==> src/rtl/core/cau_pkg.sv <==
// Package for the complex arithmetic unit: operation and status codes,
// and the control group that travels down the pipeline. No dependencies.
package cau_pkg;

  localparam logic [1:0] OP_ADD = 2'd0;
  localparam logic [1:0] OP_MUL = 2'd1;
  localparam logic [1:0] OP_DIV = 2'd2;
  localparam logic [1:0] OP_MAG = 2'd3;

  localparam logic [1:0] STAT_OK  = 2'd0;
  localparam logic [1:0] STAT_DZ  = 2'd1;
  localparam logic [1:0] STAT_SAT = 2'd2;

  // Control that rides alongside each item through the cell chain
  typedef struct packed {
    logic       valid;
    logic [1:0] op;
    logic       sat;     // add/multiply word already saturated
    logic       dz;      // divisor is zero
    logic       neg_re;  // sign of real quotient
    logic       neg_im;  // sign of imaginary quotient
    logic       ovf_re;  // real quotient beyond word range
    logic       ovf_im;  // imaginary quotient beyond word range
  } cau_ctl_t;

endpackage

==> src/rtl/core/cau_cell.sv <==
// One cell of the divide / square-root chain: one quotient bit for each part
// and one root bit per cycle while adv is high. Uses cau_pkg for the control group.
module cau_cell #(
  parameter int W   = 16,
  parameter int RW  = 33,
  parameter int IDX = 0
) (
  input  logic                  clk,
  input  logic                  rst,
  input  logic                  adv,
  input  cau_pkg::cau_ctl_t     ctl_i,
  input  logic [2*W-1:0]        den_i,
  input  logic [W-1:0]          nlo_re_i,
  input  logic [W-1:0]          nlo_im_i,
  input  logic [RW-1:0]         rem_re_i,
  input  logic [RW-1:0]         rem_im_i,
  input  logic [W-1:0]          q_re_i,
  input  logic [W-1:0]          q_im_i,
  input  logic [W+2:0]          srem_i,
  input  logic [W-1:0]          root_i,
  input  logic [W-1:0]          pass_re_i,
  input  logic [W-1:0]          pass_im_i,
  output cau_pkg::cau_ctl_t     ctl_o,
  output logic [2*W-1:0]        den_o,
  output logic [W-1:0]          nlo_re_o,
  output logic [W-1:0]          nlo_im_o,
  output logic [RW-1:0]         rem_re_o,
  output logic [RW-1:0]         rem_im_o,
  output logic [W-1:0]          q_re_o,
  output logic [W-1:0]          q_im_o,
  output logic [W+2:0]          srem_o,
  output logic [W-1:0]          root_o,
  output logic [W-1:0]          pass_re_o,
  output logic [W-1:0]          pass_im_o
);

  localparam int SQW = W + 3;

  logic [RW-1:0]  r2_re, r2_im, dext;
  logic           ge_re, ge_im, ge_sq;
  logic [SQW-1:0] rem2, trial;

  // Restoring divide step on each part: shift in one numerator bit
  always_comb begin
    dext  = RW'(den_i);
    r2_re = {rem_re_i[RW-2:0], nlo_re_i[W-1-IDX]};
    r2_im = {rem_im_i[RW-2:0], nlo_im_i[W-1-IDX]};
    ge_re = (r2_re >= dext);
    ge_im = (r2_im >= dext);
  end

  // Digit-by-digit square root step: bring down two radicand bits
  always_comb begin
    rem2  = {srem_i[SQW-3:0], den_i[2*W-1-2*IDX -: 2]};
    trial = SQW'({root_i, 2'b01});
    ge_sq = (rem2 >= trial);
  end

  // Control advances with the chain; only valid needs reset
  always_ff @(posedge clk) begin
    if (rst) begin
      ctl_o <= '0;
    end else if (adv) begin
      ctl_o <= ctl_i;
    end
  end

  always_ff @(posedge clk) begin
    if (adv) begin
      den_o     <= den_i;
      nlo_re_o  <= nlo_re_i;
      nlo_im_o  <= nlo_im_i;
      rem_re_o  <= ge_re ? (r2_re - dext) : r2_re;
      rem_im_o  <= ge_im ? (r2_im - dext) : r2_im;
      q_re_o    <= {q_re_i[W-2:0], ge_re};
      q_im_o    <= {q_im_i[W-2:0], ge_im};
      srem_o    <= ge_sq ? (rem2 - trial) : rem2;
      root_o    <= {root_i[W-2:0], ge_sq};
      pass_re_o <= pass_re_i;
      pass_im_o <= pass_im_i;
    end
  end

endmodule

==> config.mk <==
export PLATFORM = sky130hd
export DESIGN_NAME = cau_cell
export DESIGN_NICKNAME = d
export VERILOG_FILES = /design/src/rtl/core/cau_pkg.sv /design/src/rtl/core/cau_cell.sv
export SDC_FILE = /design/constraint.sdc
export NUM_CORES = 1
export LEC_CHECK = 0
export ABC_AREA = 0
export BUFFER_PORTS_ARGS = -buffer_cell sky130_fd_sc_hd__buf_2
export CORE_AREA = 2 2 188 190
export CTS_CLUSTER_DIAMETER = 60
export CTS_CLUSTER_SIZE = 40
export DETAILED_ROUTE_END_ITERATION = 10
export DIE_AREA = 0 0 190 192
export PLACE_DENSITY = 0.71
export SLEW_MARGIN = 5
export SYNTH_ARGS = -nofsm -noshare
export SYNTH_HDL_FRONTEND = slang
export SYNTH_SLANG_ARGS = --single-unit
==> constraint.sdc <==
create_clock -name clk -period 3.39 [get_ports clk]
set_input_delay 0.5085 -clock clk [delete_from_list [all_inputs] [get_ports clk]]
set_output_delay 0.5085 -clock clk [all_outputs]
set_load 0.05 [all_outputs]
Word level (Yosys, flattened, before mapping)

Cells that the tools add are included.

Add/sub/neg operators: 3
$lt $le $gt $ge: 3
Muxes and demuxes: 3

Operators by type and width:

| kind                                             | count |
|---|---|
| 33-bit by 32-bit >= comparator with 1-bit output | 2 |
| 33-bit 2-to-1 mux                                | 2 |
| 33-bit by 32-bit subtractor with 33-bit output   | 2 |
| 19-bit by 18-bit >= comparator with 1-bit output | 1 |
| 19-bit 2-to-1 mux                                | 1 |
| 19-bit by 18-bit subtractor with 19-bit output   | 1 |

Register bits: 238
Output and inout port bits: 238

Depth between registers and ports, before layout

Gate-level depths: netlist of run 1.

Word-level depth: 2
Gate-level depth with buffers: 13

Worst setup path before layout of run 1

Ideal clock, no wire load.

Path kind: input to register
Start point: input den_i[3]
End point: register rem_im_o[22] (data pin)
Data arrival time: 2.844 ns
Required time: 3.130 ns
Path slack: 0.286 ns
Cell stages on the path: 12
Path buffers: 1
Path through: inv_1 > ha_1 > o21a_1 > o31a_2 > o22ai_2 > a2111o_1 > and2_4 > o2111ai_4 > nand4_4 > nand2_2 > buf_6 > mux2_2

Cells in the longest elaborated chain, start to end: 2
Elaborated cells on any way between the ends: 3
Classes of those cells: add/sub (1); order compare (1); mux (1)

RTL lines:

| item                                                                                                                      | RTL line                       | source |
|---|---|---|
| start: declaration                                                                                                        | cau_cell.sv:12                 | `input logic [2*W-1:0] den_i,` |
| 33-bit by 32-bit subtractor with 33-bit output / 33-bit by 32-bit >= comparator with 1-bit output (equally long branches) | cau_cell.sv:74, cau_cell.sv:49 |  |
| 33-bit 2-to-1 mux *                                                                                                       | cau_cell.sv:74                 | `rem_im_o <= ge_im ? (r2_im - dext) : r2_im;` |
| end signal: assignment                                                                                                    | cau_cell.sv:74                 |  |
| end: declaration                                                                                                          | cau_cell.sv:28                 | `output logic [RW-1:0] rem_im_o,` |

Mark *: on every way between the ends. The rest lies on a longest branch, timed or not.
A chain may end at the register's enable or synchronous reset.

Worst setup path in the final report of run 1

Start point: input den_i[0]
End point: register rem_re_o[24] (data pin)

Cells in the longest elaborated chain, start to end: 2
Elaborated cells on any way between the ends: 3
Classes of those cells: add/sub (1); order compare (1); mux (1)

RTL lines:

| item                                                                                                                      | RTL line                       | source |
|---|---|---|
| 33-bit by 32-bit subtractor with 33-bit output / 33-bit by 32-bit >= comparator with 1-bit output (equally long branches) | cau_cell.sv:73, cau_cell.sv:48 |  |
| 33-bit 2-to-1 mux *                                                                                                       | cau_cell.sv:73                 | `rem_re_o <= ge_re ? (r2_re - dext) : r2_re;` |
| end signal: assignment                                                                                                    | cau_cell.sv:73                 |  |
| end: declaration                                                                                                          | cau_cell.sv:27                 | `output logic [RW-1:0] rem_re_o,` |

Marked as above.

==> impl_metrics.csv, run 1 <==
group,metric,value,unit
detailed_routing,drc_errors,0,
synthesis,synth.cell_area,12800,µm²
detailed_routing,finalWirelength,40.6,mm
layout,final_cell_area,17200,µm²
global_route,grt_pass1_vias,10400,
critical_path,crit_slowest_cell,"a2111o_1",
sta,worst_slew_pin_slew,0.768,ns
place,place.gp.congestion,0.886,
layout,nNetsFinal,1907,
sta,hold_violations,0,
sta,final.setup.tns,0,ns
sta,slew_headroom,48.8,%
layout,syn2layout_area_growth,34.6,%
clock_tree,cts.clk_slew.worst_paths,0.10,ns
global_route,grt_max_degree,89,
place,placed_area,16300,µm²
layout,drive_gt1_share,42.0,%
clock_tree,clock-sinks,238,
critical_path,critical_path_buf_inv_count,1,
critical_path,required,3.67,ns
synthesis,postSynthAreaPerCell,12.5,µm²
global_route,grt-ovfl-total,0,
detailed_routing,vias,10400,
sta,fmax,329,MHz
sta,clock_skew,0,ns
clock_tree,clock_path_buffers,3,
floorplanning,start_util,37.3,%
clock_tree,cts_made_buffers,23,
detailed_routing,wl_per_cell,19.7,µm
critical_path,end_kind,"flip-flop",
pwr,vdd_drop_max,0.000433,V
clock_tree,cts_hold_buffers,0,
place,dp_hpwl,33.0,mm
place,io_buffers,472,
sta,final-max-slew-violation-count,0,
floorplanning,die_h,192,µm
floorplanning,rows,68,
critical_path,arrival,3.31,ns
layout,seq_area,7060,µm²
flow_run,maxCapViolCount,0,
layout,multiInputGateArea,5280,µm²
critical_path,critPathKind,"primary input to flip-flop",
floorplanning,io_pins,479,
critical_path,slowest_delay,0.47,ns
synthesis,yosys-top-cells-area,"edfxtp_1 54%, ha_1 8.0%, xnor2_1 3.3%, a21oi_1 3.2%, mux2_4 3.2%",
synthesis,synth_edf_count,229,
synthesis,synth_top_area_share,53.8,%
layout,finish.utilization,50.2,%
pwr,power.density,560,nW/µm²
global_route,antenna_found_initial,15,
clock_tree,insertion_delay,0.54,ns
clock_tree,root_buffer,"clkbuf_16",
global_route,grtUsageTotal,21.1,%
pwr,p_leak,0.00782,µW
synthesis,yosysSeqAreaShare,55.2,%
clock_tree,cts_tree,"yes",
synthesis,netlist_instances,1022,
synthesis,async_reset_ff_share,0,%
floorplanning,die_area,36500,µm²
clock_tree,post_cts_buffers,0,
synthesis,yosysUniqueCellTypes,74,
floorplanning,core-area,34300,µm²
worst_hold_path,holdCritPathClass,"primary input to flip-flop",
sta,rsz0062_at_grt,"false",
sta,setup_viol,0,
critical_path,cp-start-kind,"primary input",
layout,n_fill_cell,3031,
global_route,grt_pass1_wl,58.2,mm
synthesis,synth_top_cell_by_area,"edfxtp_1",
detailed_routing,via_per_inst,5.02,
clock_tree,cts_resized,0,
detailed_routing,drtIter0Drc,373,
synthesis,synth_flop_cell,"edfxtp_1",
synthesis,synth_nets,1347,
critical_path,cp_top_family,"compound AO/OA/AOI/OAI gates",
synthesis,synth_seq_cells,238,
detailed_routing,final_antenna_net_count,0,
sta,finalCriticalPeriod,3.04,ns
critical_path,path_max_fanout,5,
detailed_routing,firstDrtPassIters,5,
synthesis,yosysWarnings,0,
outcome,outcome,"finished clean",
floorplanning,die_x,190,µm
critical_path,cp_cell_sequence,"buf_2, ha_1, fa_1, nor2b_1, o31ai_1, a2111o_1, nand3_1, a31oi_2, o21ba_2, o21ai_0, xor2_1, mux2_4",
sta,fin_crit_sh,89.6,%
clock_tree,htree_num_levels,1,
sta,hold_slack,0.118,ns
[cell usage in the layout (no fill, tap or decap), types with 7 or more instances in the layout]
cell type  Yosys  final
xor2_1        16     16
inv_1         75     75
edfxtp_1     229    229
and3_1        15     15
a211oi_1       7      7
nor3_1        19     19
o211ai_1       9      9
o21ai_0       34     34
nand3_1       16     16
a21o_1        30     30
nand2_1       57     57
mux2i_1       16     16
nor2b_1       12     12
buf_12         3      7
o31ai_1        7      7
xnor2_1       48     48
nand2b_1       8      8
nand4_1       16     16
a21oi_1       81     81
o21a_1        13     13
diode_2        0      8
mux2_4        27     27
buf_2          2    471
o21bai_1       8      8
nor2_1        54     54
clkbuf_16      0     23
dfxtp_1        9      9
a31oi_1       11     11
ha_1          82     82
buf_4          1     76
mux2_1        10     10
mux2_2        26     26
[cells in the mapped netlist (all sizes together) (3+ instances only)]
library cell  instances
edfxtp              229
nand2b                8
dfxtp                 9
a21oi                82
nand3                16
o31ai                 7
o21ai                39
buf                  10
inv                  76
xor2                 16
nand4                17
mux2i                16
o21bai                8
a2111o                3
a21boi                5
and2                  5
nand2                58
a21o                 30
nor4                  4
and3                 15
xnor2                48
a31oi                12
mux2                 63
clkbuf               10
ha                   82
a211oi                7
and4                  3
nor3                 21
o211ai               10
nor2                 54
o21a                 14
nor2b                12
[logic make-up after synthesis]
kind of cell	share of synthesized area [%]
AO/OA/AOI/OAI	12.4
flip-flops	55.2
AND/OR/NAND/NOR	8.60
buffers and inverters	3.45
adder cells (fa/ha/maj)	8.34
multiplexers	7.60
XOR/XNOR	4.39
[sequential cells by signal (all words and copies together) (netlist names)]
register and flops:
srem_o 19, rem_im_o 33, rem_re_o 33, ctl_o 9, pass_re_o 16, pass_im_o 16
den_o 32, nlo_re_o 16, q_re_o 16, q_im_o 16, root_o 16, nlo_im_o 16
[worst register-to-register path, cell delays in order (launching register included)]
cell     delay [ns]
dfxtp_1        0.32
mux2i_1        0.15
nor2_1         0.06
[layer usage]
layer	part of all wire (%)	global-route usage [%]	routed length (µm)
met1	35	21.7	14300
met2	55	42.3	22400
met3	6.7	4.07	2700
met4	3.0	7.10	1210
met5	0.064	0	26
[path summary, 6_finish.rpt]
path,cells after the start,start,endpoint,slack [ns]
hold / removal,1,pass_im_i[12],pass_im_o[12],0.12
setup reg to reg,2,ctl_o[0],ctl_o[0],2.76
hold reg to reg,2,ctl_o[3],ctl_o[3],0.50
setup / recovery,12,den_i[0],rem_re_o[24],0.35
[power by group]
group,switching (µW),leakage [µW],total [µW],internal [µW]
clock,1500,0.000427,2940,1440
combinational,2040,0.00507,3010,969
sequential,76.7,0.00232,3680,3600
total,3620,0.00782,9630,6010
[per-stage QoR]
| stage | setup slack, ns | power [µW] | instances |
|---|---|---|---|
| 6_report | 0.354 | 9630 | 2061 |
| 5_1_grt | 0.262 | 10000 | 2057 |
| 4_1_cts | 0.406 | 9720 | 2053 |
| 3_5_place_dp | -0.156 | 6760 | 2012 |
| 3_3_place_gp | -0.104 | 6730 | 2012 |
| 2_1_floorplan | 0.286 | 5850 | 1022 |
[area by class of cell]
type	count	share of cell area [%]
inverter	76	1.67
tap	455	3.31
sequential	238	41.0
timing repair buffer	555	17.9
antenna	8	0.116
clock inverter	18	1.88
multi-input combinational	688	30.7
clock buffer	23	3.35
(Power assumes the default switching activity.)
==> run 2: changes to the inputs <==
--- a/config.mk
+++ b/config.mk
@@ -7,12 +7,14 @@
 export LEC_CHECK = 0
 export ABC_AREA = 0
 export BUFFER_PORTS_ARGS = -buffer_cell sky130_fd_sc_hd__buf_2
-export CORE_AREA = 2 2 188 190
+export CORE_ASPECT_RATIO = 1.1
+export CORE_MARGIN = 2
+export CORE_UTILIZATION = 35
 export CTS_CLUSTER_DIAMETER = 60
 export CTS_CLUSTER_SIZE = 40
 export DETAILED_ROUTE_END_ITERATION = 10
-export DIE_AREA = 0 0 190 192
-export PLACE_DENSITY = 0.71
+export PLACE_DENSITY = 0.68
+export SETUP_SLACK_MARGIN = 0.5
 export SLEW_MARGIN = 5
 export SYNTH_ARGS = -nofsm -noshare
 export SYNTH_HDL_FRONTEND = slang
==> impl_metrics.csv, run 2 (same netlist as run 1, synthesis figures left out) <==
group,metric,value,unit
outcome,outcome,"finished clean",
floorplanning,core-area,36100,µm²
critical_path,arrival,3.09,ns
clock_tree,root_buffer,"clkbuf_16",
critical_path,crit_slowest_cell,"ha_1",
place,dp_hpwl,34.3,mm
pwr,vdd_drop_max,0.000382,V
sta,finalCriticalPeriod,2.80,ns
global_route,antenna_found_initial,20,
global_route,grt-ovfl-total,0,
layout,mostFrequentLayoutCell,"buf_2",
global_route,grtUsageTotal,20.8,%
detailed_routing,finalWirelength,41.7,mm
clock_tree,htree_num_levels,1,
sta,hold_violations,0,
critical_path,cp-start-kind,"primary input",
critical_path,required,3.68,ns
critical_path,end_kind,"flip-flop",
detailed_routing,drc_errors,0,
pwr,p_leak,0.00776,µW
clock_tree,cts_hold_buffers,0,
sta,setup_viol,0,
place,place.gp.congestion,0.907,
critical_path,cp_common_cell,"buf_4",
critical_path,slowest_delay,0.31,ns
detailed_routing,final_antenna_net_count,0,
floorplanning,start_util,35.4,%
flow_run,maxCapViolCount,0,
pwr,power.density,539,nW/µm²
sta,fin_crit_sh,82.6,%
floorplanning,die_area,38100,µm²
detailed_routing,vias,10300,
clock_tree,clock_path_buffers,3,
sta,timing.final.ws_setup,0.589,ns
global_route,grt_pass1_vias,10200,
place,io_buffers,472,
sta,slew_headroom,59.7,%
layout,layout_common_cells,"471 x buf_2, 229 x edfxtp_1, 76 x a21oi_1, 70 x ha_1, 68 x inv_1",
critical_path,cp_cell_sequence,"buf_2, inv_4, ha_1, nor2b_1, o21ai_1, a211oi_4, nor3_4, buf_4, o41ai_2, buf_4, a21oi_1, mux2i_1, a221oi_1, mux2_4",
clock_tree,insertion_delay,0.53,ns
sta,final-max-slew-violation-count,0,
clock_tree,cts_made_buffers,21,
detailed_routing,wl_per_cell,20.1,µm
clock_tree,cts.clk_slew.worst_paths,0.09,ns
sta,worst_slew_pin_slew,0.604,ns
floorplanning,die_x,186,µm
sta,rsz0062_at_grt,"false",
detailed_routing,drtIter0Drc,481,
sta,fmax,357,MHz
detailed_routing,firstDrtPassIters,5,
pwr,finalPower,9370,µW
critical_path,path_max_fanout,3,
floorplanning,io_pins,479,
sta,clock_skew,0,ns
detailed_routing,via_per_inst,4.97,
critical_path,critical_path_buf_inv_count,4,
clock_tree,clock-sinks,238,
worst_hold_path,holdCritPathClass,"primary input to flip-flop",
layout,finish.utilization,48.1,%
floorplanning,die_h,204,µm
place,pre_cts_ws,-0.0155,ns
critical_path,critPathKind,"primary input to flip-flop",
layout,nNetsFinal,1891,
clock_tree,cts_tree,"yes",
global_route,grt_pass1_wl,58.5,mm
sta,hold_slack,0.144,ns
global_route,grt_max_degree,77,
critical_path,cp_top_family,"compound AO/OA/AOI/OAI gates",
layout,drive_gt1_share,44.4,%
sta,final.setup.tns,0,ns
layout,syn2layout_area_growth,35.9,%
layout,largestRegisters,"rem_im_o x33, rem_re_o x33, den_o x32",
floorplanning,rows,73,
==> run 2: routing by layer <==
layer	global-route usage [%]	share of wire, %	vias up
met2	40.0	53	395
met3	6.17	8.6	87
li1	-	-	4957
met4	7.28	3.3	18
met1	20.9	35	4842
met5	0	0.27	-
==> run 2: final cells by class <==
cell class / count / area (µm²)
Clock inverter: 15 / 240
Fill cell: 3217 / 18700
Inverter: 76 / 334
Sequential cell: 238 / 7060
Multi-Input combinational cell: 688 / 5610
Tap cell: 487 / 609
Timing Repair Buffer: 541 / 2980
Antenna cell: 5 / 12.5
Clock buffer: 22 / 529
==> run 2: final timing paths <==
kind | start | end | slack (ns) | cells past startpoint
worst max-delay path | den_i[1] | rem_re_o[27] | 0.59 | 14
worst min-delay path | nlo_im_i[1] | nlo_im_o[1] | 0.14 | 1
worst max register to register | ctl_o[3] | ctl_o[3] | 2.78 | 2
worst min register to register | ctl_o[2] | ctl_o[2] | 0.50 | 2
==> run 2: worst reg2reg max path, stage by stage (launching register included) <==
cell	delay (ns)
dfxtp_1	0.32
mux2i_1	0.12
nor2_1	0.06
==> run 2: power by group <==
| group | leakage (µW) | switching [µW] | internal (µW) | total, µW |
|---|---|---|---|---|
| Combinational | 0.00508 | 2080 | 1010 | 3090 |
| Clock | 0.000359 | 1270 | 1320 | 2590 |
| Sequential | 0.00232 | 85.9 | 3600 | 3690 |
| Total | 0.00776 | 3440 | 5930 | 9370 |
==> run 2: timing repair <==
| action | CTS | global route |
|---|---|---|
| endpoints found under the setup margin | 0 | 35 |
| resized for setup | 0 | 17 |
| buffers inserted | 0 | 1 |
==> run 2: through the flow <==
stage	instances	instance area [µm²]
3_5_place_dp	2029	16500
4_1_cts	2066	17300
3_3_place_gp	2029	16500
2_1_floorplan	1022	13100
5_1_grt	2068	17400
6_report	2072	17400
